<file path="src/rtl/core/tsrg_pkg.sv">
// Package for the stepper speed-ramp generator.
// Holds phase codes, register indexes and the Q16.16 ramp constants.
package tsrg_pkg;

  typedef enum logic [1:0] {
    PH_STOP  = 2'd0,
    PH_ACCEL = 2'd1,
    PH_DECEL = 2'd2,
    PH_RUN   = 2'd3
  } phase_t;

  localparam logic [1:0] REG_ACCEL = 2'd0;
  localparam logic [1:0] REG_SPEED = 2'd1;
  localparam logic [1:0] REG_DECEL = 2'd2;

  localparam logic [63:0] PI2_Q16 = 64'd628318 * 64'd65536 / 64'd100000;

  typedef enum logic [3:0] {
    ST_IDLE,
    ST_S_MIN,
    ST_S_ASQ,
    ST_S_SQRT,
    ST_S_FIRST_M,
    ST_S_FIRST_D,
    ST_S_SPD_M,
    ST_S_SPD_D,
    ST_S_ACC_M,
    ST_S_ACC_D,
    ST_S_DV_M,
    ST_S_DV_D,
    ST_S_FIN,
    ST_E_DIV,
    ST_E_FIN,
    ST_OUT
  } state_t;

  typedef struct packed {
    logic        start;
    logic [63:0] num;
    logic [63:0] den;
  } div_req_t;

endpackage

</file>
<file path="src/rtl/core/trapezoid_step_ramp_generator.sv">
// Stepper speed-ramp generator top level: sequencer, registers, APB port.
// Depends on tsrg_pkg, tsrg_divider, tsrg_sqrt and tsrg_mul.
//
// Usage: an input request carries mode and move_steps. Mode 0 plans a
// relative move (direction, minimum delay, first delay by square root,
// deceleration point); mode 1 is a timer compare event that returns the
// delay to program and toggles the pulse. Every second event advances the
// ramp (by a signed division recurrence when accelerating or decelerating)
// and, unless stopped, moves the position. Each request gives exactly one
// result request. A start of two or more steps runs six serial divides, a
// square root and four shift-add multiplies in turn; a start of zero or one
// step skips them. A compare event runs one serial divide when it advances
// the accelerate or decelerate ramp.
// One request is worked at a time; in_stall is high while busy or while
// a result waits. While out_stall is high the result holds and no new
// request is taken. Synchronous reset clears the ramp state and loads
// 100 into all three registers.
// Registers: accel_rate at 0x0, max_speed at 0x4, decel_rate at 0x8.
module trapezoid_step_ramp_generator #(
  parameter int STEPS_PER_REV = 200,
  parameter int TIMER_FREQ    = 100000
) (
  input  logic               clk,
  input  logic               rst,
  input  logic               in_valid,
  output logic               in_stall,
  input  logic               mode,
  input  logic signed [31:0] move_steps,
  output logic               out_valid,
  input  logic               out_stall,
  output logic [15:0]        compare_delay,
  output logic               pulse_level,
  output logic               direction,
  output logic signed [31:0] position,
  output logic               moving,
  output logic [1:0]         phase,
  input  logic               psel,
  input  logic               penable,
  input  logic               pwrite,
  input  logic [3:0]         paddr,
  input  logic [31:0]        pwdata,
  output logic [31:0]        prdata,
  output logic               pready
);

  localparam logic [63:0] AT10  =
    64'd10 * 64'(TIMER_FREQ) * tsrg_pkg::PI2_Q16 / 64'(STEPS_PER_REV);
  localparam logic [63:0] ASQ   =
    64'd200000 * tsrg_pkg::PI2_Q16 / 64'(STEPS_PER_REV);
  localparam logic [63:0] AX200 =
    64'd200 * tsrg_pkg::PI2_Q16 / 64'(STEPS_PER_REV);
  localparam logic [63:0] T148  =
    64'(TIMER_FREQ) * 64'd676 * 64'd65536 / 64'd10000;

  logic [15:0] accel_rate;
  logic [15:0] max_speed;
  logic [15:0] decel_rate;

  tsrg_pkg::phase_t ramp_phase;
  tsrg_pkg::state_t state;
  tsrg_pkg::state_t state_next;
  logic        dir_flag;
  logic [15:0] cur_delay;
  logic [15:0] run_delay;
  logic [31:0] decel_start_step;
  logic [31:0] decel_count_init;
  logic [31:0] ramp_count;
  logic [31:0] steps_done;
  logic [31:0] div_remainder;
  logic [15:0] last_accel_delay;
  logic        toggle_bit;
  logic [31:0] position_reg;
  logic        moving_flag;

  logic [31:0] mag;
  logic [63:0] tmp_a;
  logic [63:0] speed_lim;
  logic [15:0] first_delay;
  logic        num_neg;
  logic        den_neg;
  logic [15:0] delay_out;

  tsrg_pkg::div_req_t div_req;
  logic        div_done;
  logic [63:0] div_quo;
  logic [63:0] div_rem;
  logic        sq_start;
  logic        sq_done;
  logic [31:0] sq_root;
  logic        mul_start;
  logic [63:0] mul_a;
  logic [63:0] mul_b;
  logic        mul_done;
  logic [63:0] mul_prod;

  logic [15:0] acc_nz;
  logic [15:0] spd_nz;
  logic [15:0] dec_nz;
  logic        accepted;

  assign acc_nz = (accel_rate == 16'd0) ? 16'd1 : accel_rate;
  assign spd_nz = (max_speed == 16'd0) ? 16'd1 : max_speed;
  assign dec_nz = (decel_rate == 16'd0) ? 16'd1 : decel_rate;
  assign accepted = in_valid && !in_stall;
  assign in_stall = (state != tsrg_pkg::ST_IDLE);
  assign pready = 1'b1;

  tsrg_divider u_div (
    .clk  (clk),
    .rst  (rst),
    .req  (div_req),
    .done (div_done),
    .quo  (div_quo),
    .rem  (div_rem)
  );

  tsrg_sqrt u_sqrt (
    .clk   (clk),
    .rst   (rst),
    .start (sq_start),
    .value (div_quo),
    .done  (sq_done),
    .root  (sq_root)
  );

  tsrg_mul u_mul (
    .clk   (clk),
    .rst   (rst),
    .start (mul_start),
    .a     (mul_a),
    .b     (mul_b),
    .done  (mul_done),
    .prod  (mul_prod)
  );

  always_ff @(posedge clk) begin
    if (rst) begin
      accel_rate <= 16'd100;
      max_speed  <= 16'd100;
      decel_rate <= 16'd100;
    end else if (psel && penable && pwrite) begin
      case (paddr[3:2])
        tsrg_pkg::REG_ACCEL: accel_rate <= pwdata[15:0];
        tsrg_pkg::REG_SPEED: max_speed  <= pwdata[15:0];
        tsrg_pkg::REG_DECEL: decel_rate <= pwdata[15:0];
        default: ;
      endcase
    end
  end

  always_comb begin
    case (paddr[3:2])
      tsrg_pkg::REG_ACCEL: prdata = {16'd0, accel_rate};
      tsrg_pkg::REG_SPEED: prdata = {16'd0, max_speed};
      tsrg_pkg::REG_DECEL: prdata = {16'd0, decel_rate};
      default:             prdata = 32'd0;
    endcase
  end

  always_comb begin
    state_next = state;
    case (state)
      tsrg_pkg::ST_IDLE: begin
        if (accepted) begin
          if (!mode) state_next = tsrg_pkg::ST_S_MIN;
          else if (toggle_bit && (ramp_phase == tsrg_pkg::PH_ACCEL ||
                                   ramp_phase == tsrg_pkg::PH_DECEL))
            state_next = tsrg_pkg::ST_E_DIV;
          else state_next = tsrg_pkg::ST_E_FIN;
        end
      end
      tsrg_pkg::ST_E_DIV:     if (div_done) state_next = tsrg_pkg::ST_E_FIN;
      tsrg_pkg::ST_E_FIN:     state_next = tsrg_pkg::ST_OUT;
      tsrg_pkg::ST_S_MIN: begin
        if (mag <= 32'd1) state_next = tsrg_pkg::ST_S_FIN;
        else if (div_done) state_next = tsrg_pkg::ST_S_ASQ;
      end
      tsrg_pkg::ST_S_ASQ:     if (div_done) state_next = tsrg_pkg::ST_S_SQRT;
      tsrg_pkg::ST_S_SQRT:    if (sq_done) state_next = tsrg_pkg::ST_S_FIRST_M;
      tsrg_pkg::ST_S_FIRST_M: if (mul_done) state_next = tsrg_pkg::ST_S_FIRST_D;
      tsrg_pkg::ST_S_FIRST_D: if (div_done) state_next = tsrg_pkg::ST_S_SPD_M;
      tsrg_pkg::ST_S_SPD_M:   if (mul_done) state_next = tsrg_pkg::ST_S_SPD_D;
      tsrg_pkg::ST_S_SPD_D:   if (div_done) state_next = tsrg_pkg::ST_S_ACC_M;
      tsrg_pkg::ST_S_ACC_M:   if (mul_done) state_next = tsrg_pkg::ST_S_ACC_D;
      tsrg_pkg::ST_S_ACC_D:   if (div_done) state_next = tsrg_pkg::ST_S_DV_M;
      tsrg_pkg::ST_S_DV_M:    if (mul_done) state_next = tsrg_pkg::ST_S_DV_D;
      tsrg_pkg::ST_S_DV_D:    if (div_done) state_next = tsrg_pkg::ST_S_FIN;
      tsrg_pkg::ST_S_FIN:     state_next = tsrg_pkg::ST_OUT;
      tsrg_pkg::ST_OUT:       if (!out_stall) state_next = tsrg_pkg::ST_IDLE;
      default:                state_next = tsrg_pkg::ST_IDLE;
    endcase
  end

  // launch a serial unit on entry to each working state
  logic launch;
  logic [63:0] e_num;
  logic [63:0] e_den;
  logic [33:0] den_s;
  logic [33:0] num_s;
  assign num_s = {17'd0, cur_delay, 1'b0} + {{2{div_remainder[31]}}, div_remainder};
  assign den_s = {ramp_count, 2'b01};
  assign e_num = num_s[33] ? 64'(-{{30{num_s[33]}}, num_s}) : 64'(num_s);
  assign e_den = den_s[33] ? 64'(-{{30{den_s[33]}}, den_s}) : 64'(den_s);
  assign num_neg = num_s[33];
  assign den_neg = den_s[33];

  always_comb begin
    div_req   = '0;
    sq_start  = 1'b0;
    mul_start = 1'b0;
    mul_a     = 64'd0;
    mul_b     = 64'd0;
    if (launch) begin
      case (state)
        tsrg_pkg::ST_S_MIN: begin
          div_req.start = (mag > 32'd1);
          div_req.num   = AT10;
          div_req.den   = {32'd0, spd_nz, 16'd0};
        end
        tsrg_pkg::ST_S_ASQ: begin
          div_req.start = 1'b1;
          div_req.num   = {ASQ[47:0], 16'd0};
          div_req.den   = {48'd0, acc_nz};
        end
        tsrg_pkg::ST_S_SQRT: sq_start = 1'b1;
        tsrg_pkg::ST_S_FIRST_M: begin
          mul_start = 1'b1;
          mul_a     = T148;
          mul_b     = {32'd0, sq_root};
        end
        tsrg_pkg::ST_S_FIRST_D: begin
          div_req.start = 1'b1;
          div_req.num   = mul_prod;
          div_req.den   = 64'd10 << 32;
        end
        tsrg_pkg::ST_S_SPD_M: begin
          mul_start = 1'b1;
          mul_a     = {32'd0, spd_nz, 16'd0} * 64'd10;
          mul_b     = {48'd0, spd_nz};
        end
        tsrg_pkg::ST_S_SPD_D: begin
          div_req.start = 1'b1;
          div_req.num   = mul_prod;
          div_req.den   = tmp_a;
        end
        tsrg_pkg::ST_S_ACC_M: begin
          mul_start = 1'b1;
          mul_a     = {32'd0, mag};
          mul_b     = {48'd0, dec_nz};
        end
        tsrg_pkg::ST_S_ACC_D: begin
          div_req.start = 1'b1;
          div_req.num   = mul_prod;
          div_req.den   = {47'd0, {1'b0, acc_nz} + {1'b0, dec_nz}};
        end
        tsrg_pkg::ST_S_DV_M: begin
          mul_start = 1'b1;
          mul_a     = speed_lim;
          mul_b     = {48'd0, acc_nz};
        end
        tsrg_pkg::ST_S_DV_D: begin
          div_req.start = 1'b1;
          div_req.num   = mul_prod;
          div_req.den   = {48'd0, dec_nz};
        end
        tsrg_pkg::ST_E_DIV: begin
          div_req.start = 1'b1;
          div_req.num   = e_num;
          div_req.den   = e_den;
        end
        default: ;
      endcase
    end
  end

  // recurrence result, signs restored (truncation toward zero)
  logic [63:0] q_s;
  logic [63:0] r_s;
  logic [31:0] r_sat;
  logic [63:0] nd_s;
  logic [15:0] nd16;
  logic [31:0] steps_inc;
  logic [31:0] rc_inc;
  logic [63:0] acc_lim;
  logic [63:0] dv;
  assign q_s  = (num_neg ^ den_neg) ? -div_quo : div_quo;
  assign r_s  = num_neg ? -div_rem : div_rem;
  assign r_sat = ((r_s[63:31] == 33'd0) || (r_s[63:31] == {33{1'b1}})) ? r_s[31:0] :
                 (r_s[63] ? 32'h8000_0000 : 32'h7FFF_FFFF);
  assign nd_s = {48'd0, cur_delay} - q_s;
  assign nd16 = nd_s[63] ? 16'd0 : ((nd_s[62:16] != 47'd0) ? 16'hFFFF : nd_s[15:0]);
  assign steps_inc = steps_done + 32'd1;
  assign rc_inc    = ramp_count + 32'd1;
  assign acc_lim   = (tmp_a == 64'd0) ? 64'd1 : tmp_a;
  assign dv = (acc_lim <= speed_lim) ? (acc_lim - {32'd0, mag}) :
              ((div_quo == 64'd0) ? 64'hFFFF_FFFF_FFFF_FFFF : -div_quo);

  always_ff @(posedge clk) begin
    if (rst) begin
      state            <= tsrg_pkg::ST_IDLE;
      launch           <= 1'b0;
      out_valid        <= 1'b0;
      ramp_phase       <= tsrg_pkg::PH_STOP;
      dir_flag         <= 1'b0;
      cur_delay        <= 16'd0;
      run_delay        <= 16'd0;
      decel_start_step <= 32'd0;
      decel_count_init <= 32'd0;
      ramp_count       <= 32'd0;
      steps_done       <= 32'd0;
      div_remainder    <= 32'd0;
      last_accel_delay <= 16'd0;
      toggle_bit       <= 1'b0;
      position_reg     <= 32'd0;
      moving_flag      <= 1'b0;
    end else begin
      state  <= state_next;
      launch <= (state_next != state) && (state_next != tsrg_pkg::ST_OUT) &&
                (state_next != tsrg_pkg::ST_IDLE);
      if (state == tsrg_pkg::ST_OUT && !out_stall) out_valid <= 1'b0;
      case (state)
        tsrg_pkg::ST_IDLE: begin
          if (accepted) begin
            dir_flag <= mode ? dir_flag : move_steps[31];
            mag <= move_steps[31] ? -move_steps : move_steps;
            if (mode) begin
              delay_out  <= cur_delay;
              toggle_bit <= ~toggle_bit;
              if (toggle_bit && (ramp_phase == tsrg_pkg::PH_ACCEL ||
                                 ramp_phase == tsrg_pkg::PH_DECEL))
                ramp_count <= rc_inc;
            end
          end
        end
        tsrg_pkg::ST_E_DIV: ;
        tsrg_pkg::ST_E_FIN: begin
          if (!toggle_bit) begin
            case (ramp_phase)
              tsrg_pkg::PH_STOP: begin
                steps_done    <= 32'd0;
                div_remainder <= 32'd0;
                moving_flag   <= 1'b0;
                cur_delay     <= 16'd0;
              end
              tsrg_pkg::PH_ACCEL: begin
                steps_done   <= steps_inc;
                position_reg <= dir_flag ? position_reg - 32'd1 : position_reg + 32'd1;
                if (steps_inc >= decel_start_step) begin
                  div_remainder <= r_sat;
                  cur_delay     <= nd16;
                  ramp_count    <= decel_count_init;
                  ramp_phase    <= tsrg_pkg::PH_DECEL;
                end else if (nd16 <= run_delay) begin
                  last_accel_delay <= nd16;
                  cur_delay        <= run_delay;
                  div_remainder    <= 32'd0;
                  ramp_phase       <= tsrg_pkg::PH_RUN;
                end else begin
                  div_remainder <= r_sat;
                  cur_delay     <= nd16;
                end
              end
              tsrg_pkg::PH_RUN: begin
                steps_done   <= steps_inc;
                position_reg <= dir_flag ? position_reg - 32'd1 : position_reg + 32'd1;
                if (steps_inc >= decel_start_step) begin
                  ramp_count <= decel_count_init;
                  cur_delay  <= last_accel_delay;
                  ramp_phase <= tsrg_pkg::PH_DECEL;
                end else begin
                  cur_delay <= run_delay;
                end
              end
              default: begin
                steps_done    <= steps_inc;
                position_reg  <= dir_flag ? position_reg - 32'd1 : position_reg + 32'd1;
                div_remainder <= r_sat;
                cur_delay     <= nd16;
                if (!ramp_count[31]) ramp_phase <= tsrg_pkg::PH_STOP;
              end
            endcase
          end
          out_valid <= 1'b1;
        end
        tsrg_pkg::ST_S_MIN: if (div_done) run_delay <= (div_quo > 64'd65535) ?
                              16'hFFFF : div_quo[15:0];
        tsrg_pkg::ST_S_FIRST_D: if (div_done) first_delay <= (div_quo > 64'd65535) ?
                                  16'hFFFF : div_quo[15:0];
        tsrg_pkg::ST_S_SPD_M: if (launch) tmp_a <= AX200 * {48'd0, acc_nz};
        tsrg_pkg::ST_S_SPD_D: begin
          if (div_done) speed_lim <= (div_quo > 64'hFFFF_FFFF) ? 64'hFFFF_FFFF :
                                     ((div_quo == 64'd0) ? 64'd1 : div_quo);
        end
        tsrg_pkg::ST_S_ACC_D: if (div_done) tmp_a <= div_quo;
        tsrg_pkg::ST_S_FIN: begin
          moving_flag <= 1'b1;
          if (mag == 32'd1) begin
            ramp_count <= 32'hFFFF_FFFF;
            ramp_phase <= tsrg_pkg::PH_DECEL;
            cur_delay  <= 16'd1000;
            delay_out  <= 16'd1000;
          end else if (mag != 32'd0) begin
            decel_count_init <= dv[31:0];
            decel_start_step <= mag + dv[31:0];
            ramp_count       <= 32'd0;
            if (first_delay <= run_delay) begin
              cur_delay  <= run_delay;
              delay_out  <= run_delay;
              ramp_phase <= tsrg_pkg::PH_RUN;
            end else begin
              cur_delay  <= first_delay;
              delay_out  <= first_delay;
              ramp_phase <= tsrg_pkg::PH_ACCEL;
            end
          end else begin
            delay_out <= cur_delay;
          end
          out_valid <= 1'b1;
        end
        default: ;
      endcase
    end
  end

  assign compare_delay = delay_out;
  assign pulse_level   = toggle_bit;
  assign direction     = dir_flag;
  assign position      = position_reg;
  assign moving        = moving_flag;
  assign phase         = ramp_phase;

endmodule

</file>
<file path="src/rtl/core/tsrg_divider.sv">
// Bit-serial unsigned 64-bit restoring divider, one quotient bit per cycle.
// Depends on tsrg_pkg.
module tsrg_divider (
  input  logic              clk,
  input  logic              rst,
  input  tsrg_pkg::div_req_t req,
  output logic              done,
  output logic [63:0]       quo,
  output logic [63:0]       rem
);

  logic [63:0] den;
  logic [6:0]  cnt;
  logic        busy;
  logic [64:0] trial;

  assign trial = {1'b0, rem[62:0], quo[63]} - {1'b0, den};

  always_ff @(posedge clk) begin
    if (rst) begin
      busy <= 1'b0;
      done <= 1'b0;
    end else begin
      done <= 1'b0;
      if (req.start) begin
        busy <= 1'b1;
        cnt  <= 7'd0;
        den  <= req.den;
        quo  <= req.num;
        rem  <= 64'd0;
      end else if (busy) begin
        if ((rem[63] == 1'b0) && !trial[64]) begin
          rem <= trial[63:0];
          quo <= {quo[62:0], 1'b1};
        end else if (rem[63]) begin
          rem <= {rem[62:0], quo[63]} - den;
          quo <= {quo[62:0], 1'b1};
        end else begin
          rem <= {rem[62:0], quo[63]};
          quo <= {quo[62:0], 1'b0};
        end
        cnt <= cnt + 7'd1;
        if (cnt == 7'd63) begin
          busy <= 1'b0;
          done <= 1'b1;
        end
      end
    end
  end

endmodule

</file>
<file path="src/rtl/core/tsrg_sqrt.sv">
// Digit-serial integer square root, two radicand bits per cycle.
// Standalone; used by the top level for the first delay.
module tsrg_sqrt (
  input  logic        clk,
  input  logic        rst,
  input  logic        start,
  input  logic [63:0] value,
  output logic        done,
  output logic [31:0] root
);

  logic [63:0] rad;
  logic [33:0] rem;
  logic [5:0]  cnt;
  logic        busy;
  logic [33:0] shifted;
  logic [33:0] trial;

  assign shifted = {rem[31:0], rad[63:62]};
  assign trial   = shifted - {root, 2'b01};

  always_ff @(posedge clk) begin
    if (rst) begin
      busy <= 1'b0;
      done <= 1'b0;
    end else begin
      done <= 1'b0;
      if (start) begin
        busy <= 1'b1;
        rad  <= value;
        rem  <= 34'd0;
        root <= 32'd0;
        cnt  <= 6'd0;
      end else if (busy) begin
        rad <= {rad[61:0], 2'b00};
        if (!trial[33]) begin
          rem  <= trial;
          root <= {root[30:0], 1'b1};
        end else begin
          rem  <= shifted;
          root <= {root[30:0], 1'b0};
        end
        cnt <= cnt + 6'd1;
        if (cnt == 6'd31) begin
          busy <= 1'b0;
          done <= 1'b1;
        end
      end
    end
  end

endmodule

</file>
<file path="src/rtl/core/tsrg_mul.sv">
// Shift-add multiplier, 64 by 64 truncated to 64 bits, one bit per cycle.
// Standalone; used by the top level for ramp planning products.
module tsrg_mul (
  input  logic        clk,
  input  logic        rst,
  input  logic        start,
  input  logic [63:0] a,
  input  logic [63:0] b,
  output logic        done,
  output logic [63:0] prod
);

  logic [63:0] ma;
  logic [63:0] mb;
  logic        busy;

  always_ff @(posedge clk) begin
    if (rst) begin
      busy <= 1'b0;
      done <= 1'b0;
    end else begin
      done <= 1'b0;
      if (start) begin
        busy <= 1'b1;
        ma   <= a;
        mb   <= b;
        prod <= 64'd0;
      end else if (busy) begin
        if (mb[0]) prod <= prod + ma;
        ma <= {ma[62:0], 1'b0};
        mb <= {1'b0, mb[63:1]};
        if (mb[63:1] == 63'd0) begin
          busy <= 1'b0;
          done <= 1'b1;
        end
      end
    end
  end

endmodule

</file>
<file path="config.mk">
export PLATFORM = sky130hd
export DESIGN_NAME = trapezoid_step_ramp_generator
export DESIGN_NICKNAME = d
export VERILOG_FILES = /design/src/rtl/core/tsrg_pkg.sv /design/src/rtl/core/trapezoid_step_ramp_generator.sv /design/src/rtl/core/tsrg_divider.sv /design/src/rtl/core/tsrg_sqrt.sv /design/src/rtl/core/tsrg_mul.sv
export SDC_FILE = /design/constraint.sdc
export NUM_CORES = 2
export LEC_CHECK = 0
export BUFFER_PORTS_ARGS = -buffer_cell sky130_fd_sc_hd__buf_2
export CAP_MARGIN = 10
export CORE_UTILIZATION = 60
export CTS_BUF_LIST = sky130_fd_sc_hd__clkbuf_8
export DETAILED_ROUTE_END_ITERATION = 12
export PLACE_DENSITY_LB_ADDON = 0.08
export SYNTH_ARGS = -nofsm -noshare
export SYNTH_HDL_FRONTEND = slang
export SYNTH_HIERARCHICAL = 1
export SYNTH_SLANG_ARGS = --single-unit
</file>
<file path="constraint.sdc">
create_clock -name clk -period 15.4 [get_ports clk]
set_clock_uncertainty 0.05 [all_clocks]
set_input_delay 0.77 -clock clk [delete_from_list [all_inputs] [get_ports clk]]
set_output_delay 0.77 -clock clk [all_outputs]
set_load 0.05 [all_outputs]
</file>
==> metrics.txt <==
initial core utilization=0.6051; first-pass GRT wire length=411600 um; critical path buffer and inverter count=4; worst stage delay on the critical path=approximately 0.82 ns; Die Wd=366.3 um; count of cell types in the netlist=117; CP required=16.12 ns; Hold EP=accel_rate[4]$_SDFFE_PP0P_; Setup crit end kind=flip-flop; final period utilization=0.8357; htree depth=4; Max clock buf depth=3; RSZ-0062 raised after global routing=false; Setup-failing EPs final=0; combinational power share=0.368; Hold Path Stages=3; VDD IR-drop max=0.08379 mV; Yosys reg bits=about 1000; CP top delay family=compound AO/OA/AOI/OAI gates; Setup Buffers After CTS=0; post-synth top area share=0.2703; R2R Path End=div_remainder[17]$_SDFFE_PP0P_; number of synthesized flops with an enable pin=just over 700; vias in the first global route=66050; status=completed; Mapped Cells=8990; gpl congestion=1.024; clk root buf=clkbuf_8; CTS Buf Count=approximately 180; Worst EP arrival=13.59 ns; sequential area share after synthesis=0.3470; TNS Setup=0 ns; yosys synthesis warning count=6; Vias=71010; All-Layer GR Usage=0.4010; clock share of power=0.256; RR Startpoint=cur_delay[8]$_SDFFE_PP0P_; Final Hold Vio Count=0; drt wl/cell=25.54 um; min Tclk post-route=approximately 13 ns; dominant cells by area after synthesis=edfxtp_1, ha_1, dfxtp_1, a21oi_1, nand2_1; core area=about 0.13 mm^2; clk_lat worst skew=0.93 ns; worst relative slew slack=0.1763; # Max-Cap Violations=0; area of the die=between 0.1 and 0.15 mm^2; P_sw=3.950 mW; R2R Setup Slk=2.53 ns; measured slew at the worst slew-check pin=1.230 ns; DRT Wirelength=~280000 um; Chip Height=around 370 um; switching share of power=0.3962; worst r2r path cells=44; gr ovfl total=0; Reg clk slew, reported paths=approximately 0.060 ns; post-synth top area cell=edfxtp_1; ys async rst share=0; proportion of layout cells with a drive suffix above 1=0.1062; initial antenna violation count=18; DR pass1 iterations=7; Layout area overhead=7.058%; Critical Path Most Common Cell=o21ai_0; top_reg_cell synth=edfxtp_1; post-layout util=0.6478; Int Pwr=approximately 6 mW; LEAKAGE=between 30 and 40 nW; I/O pin count=164; Slowest-stage cell, CP=a31oi_4; post-route ant nets=0; Final Non-Filler Cells=10830; power per cell area=116.9 mW/mm^2; nets=a little under 10000; Via density=6.555; Max Fclk=around 78 MHz; placed cell count=10490; Min Hold Slack=a little under 0.07 ns; DR iter-0 viols=9370; post-detail-place hpwl=210300 um; worst-path maximum fanout=27; hold_sp=pwdata[4]; largest net degree at the start of global routing=157; number of port buffers=128; Rows=approximately 130; worst hold path class=in2reg; clk sink count=1022; # DRC=0; CP Class=reg2reg; startpoint types=flip-flop; max-slew violation count=0; synthesized cell area=0.07965 mm^2; Post-Syn Area per Cell=8.859 um^2; CTS tree=yes; Seq pwr share=0.376
[cells in the final DEF (no fill, tap or decap), types with 40 or more instances in the layout]
master    Yosys  final
nor2b_1      66     64
nand3_1     187    187
a21oi_1     702    701
o21a_1       55     55
a221oi_1     59     59
o31ai_1      76     76
a22oi_1      81     81
and3_1      118    118
dfxtp_1     305    304
conb_1        2     81
fa_1         89     89
nor2_1      748    731
mux2_2      260    260
clkbuf_8      0    201
and2_1      136    135
a22o_1       40     40
ha_1        621    621
xor2_1      237    237
o21bai_1     54     54
buf_2        33    127
buf_4        24    125
inv_1       559    613
edfxtp_1    717    717
nor3_1      178    170
nand4_1     116    116
xnor2_1     352    351
nand2b_1     74     74
or2_2        63     63
a31oi_1     104    102
o21ai_0     379    378
nor4_1      114    109
nand2_1     869    868
a21o_1      184    184
a211oi_1    102    102
mux2i_1      85     85
o21ai_1      44     42
or3_1        73     73
[final cells by class]
type	instances	area, um^2
multi-input combinational	6903	48070
tap	1755	2196
fill	11170	46360
clock inverter	126	808.3
sequential	1022	27640
inverter	560	2110
clock buffer	201	2766
antenna	6	15.01
timing repair buffer	260	1659
[cell families after synthesis]
logic type	after synthesis	synth area share
AO/OA/AOI/OAI	2247	0.1831
XOR/XNOR	590	0.06498
adder cells (fa/ha/maj)	710	0.1199
buffers and inverters	1144	0.05640
flip-flops	1022	0.3470
multiplexers	349	0.04801
other	2	0.00009429
AND/OR/NAND/NOR	2926	0.1805
[worst max path at each step]
stage	start	end	cells after the start
2_1_floorplan	cur_delay[1]$_SDFFE_PP0P_	div_remainder[10]$_SDFFE_PP0P_	49
3_3_place_gp	cur_delay[1]$_SDFFE_PP0P_	div_remainder[5]$_SDFFE_PP0P_	43
3_5_place_dp	cur_delay[8]$_SDFFE_PP0P_	div_remainder[27]$_SDFFE_PP0P_	43
4_1_cts	cur_delay[8]$_SDFFE_PP0P_	div_remainder[17]$_SDFFE_PP0P_	43
5_1_grt	cur_delay[8]$_SDFFE_PP0P_	div_remainder[9]$_SDFFE_PP0P_	43
6_report	cur_delay[8]$_SDFFE_PP0P_	div_remainder[17]$_SDFFE_PP0P_	44
[synth_stat cells (all sizes together) (60+ instances only)]
library cell / number
nand2: 870
nor2: 750
edfxtp: 717
a21oi: 704
ha: 621
inv: 559
clkbuf: 482
o21ai: 426
xnor2: 353
dfxtp: 305
mux2: 264
xor2: 237
nor3: 188
nand3: 187
a21o: 185
and2: 139
nor4: 131
and3: 120
nand4: 118
a211oi: 107
a31oi: 105
buf: 102
fa: 89
mux2i: 85
a22oi: 81
o31ai: 76
nand2b: 74
or3: 73
or2: 69
nor2b: 66
a221oi: 60
[power groups by stage]
| stage | clock [mW] | combinational, mW | sequential [mW] |
|---|---|---|---|
| 6_report | 2.56 | 3.66 | 3.75 |
| 5_1_grt | 2.69 | 3.95 | 3.76 |
| 4_1_cts | 2.58 | 3.57 | 3.73 |
| 3_5_place_dp | 0 | 3.54 | 3.78 |
| 3_3_place_gp | 0 | 3.48 | 3.77 |
| 2_1_floorplan | 0 | 2.68 | 3.63 |
[tightest hold or removal path: cells and delay by family]
kind	cells	cell delay (ns)
AOI/OAI and AO/OA	1	0.05
buffers and inverters	1	0.11
and+or+nand+nor	1	0.05
[metal layers]
metal	share of wire	vias to the layer above	wire, um	track usage
met3	0.11	742	31770	0.1012
met2	0.42	3911	116600	0.5929
met1	0.41	34020	112200	0.5423
met5	0.00023	-	64	0
met4	0.058	10	15990	0.2067
li1	-	32330	-	-
[metrics by stage]
step	setup slack (ns)	cell area (um^2)	power, mW
6_report	2.531	85270	9.970
5_1_grt	1.897	85260	10.41
3_3_place_gp	2.986	81610	7.254
2_1_floorplan	4.931	79940	6.307
3_5_place_dp	2.790	81610	7.324
4_1_cts	2.710	85250	9.875
[what timing repair did]
| item | 4_1_cts | 5_1_grt |
|---|---|---|
| hold buffers | 7 | 0 |
| resized for setup | 0 | 0 |
| endpoints found under the hold margin | 17 | 0 |
Note: power is estimated with default switching activity, not from simulation.
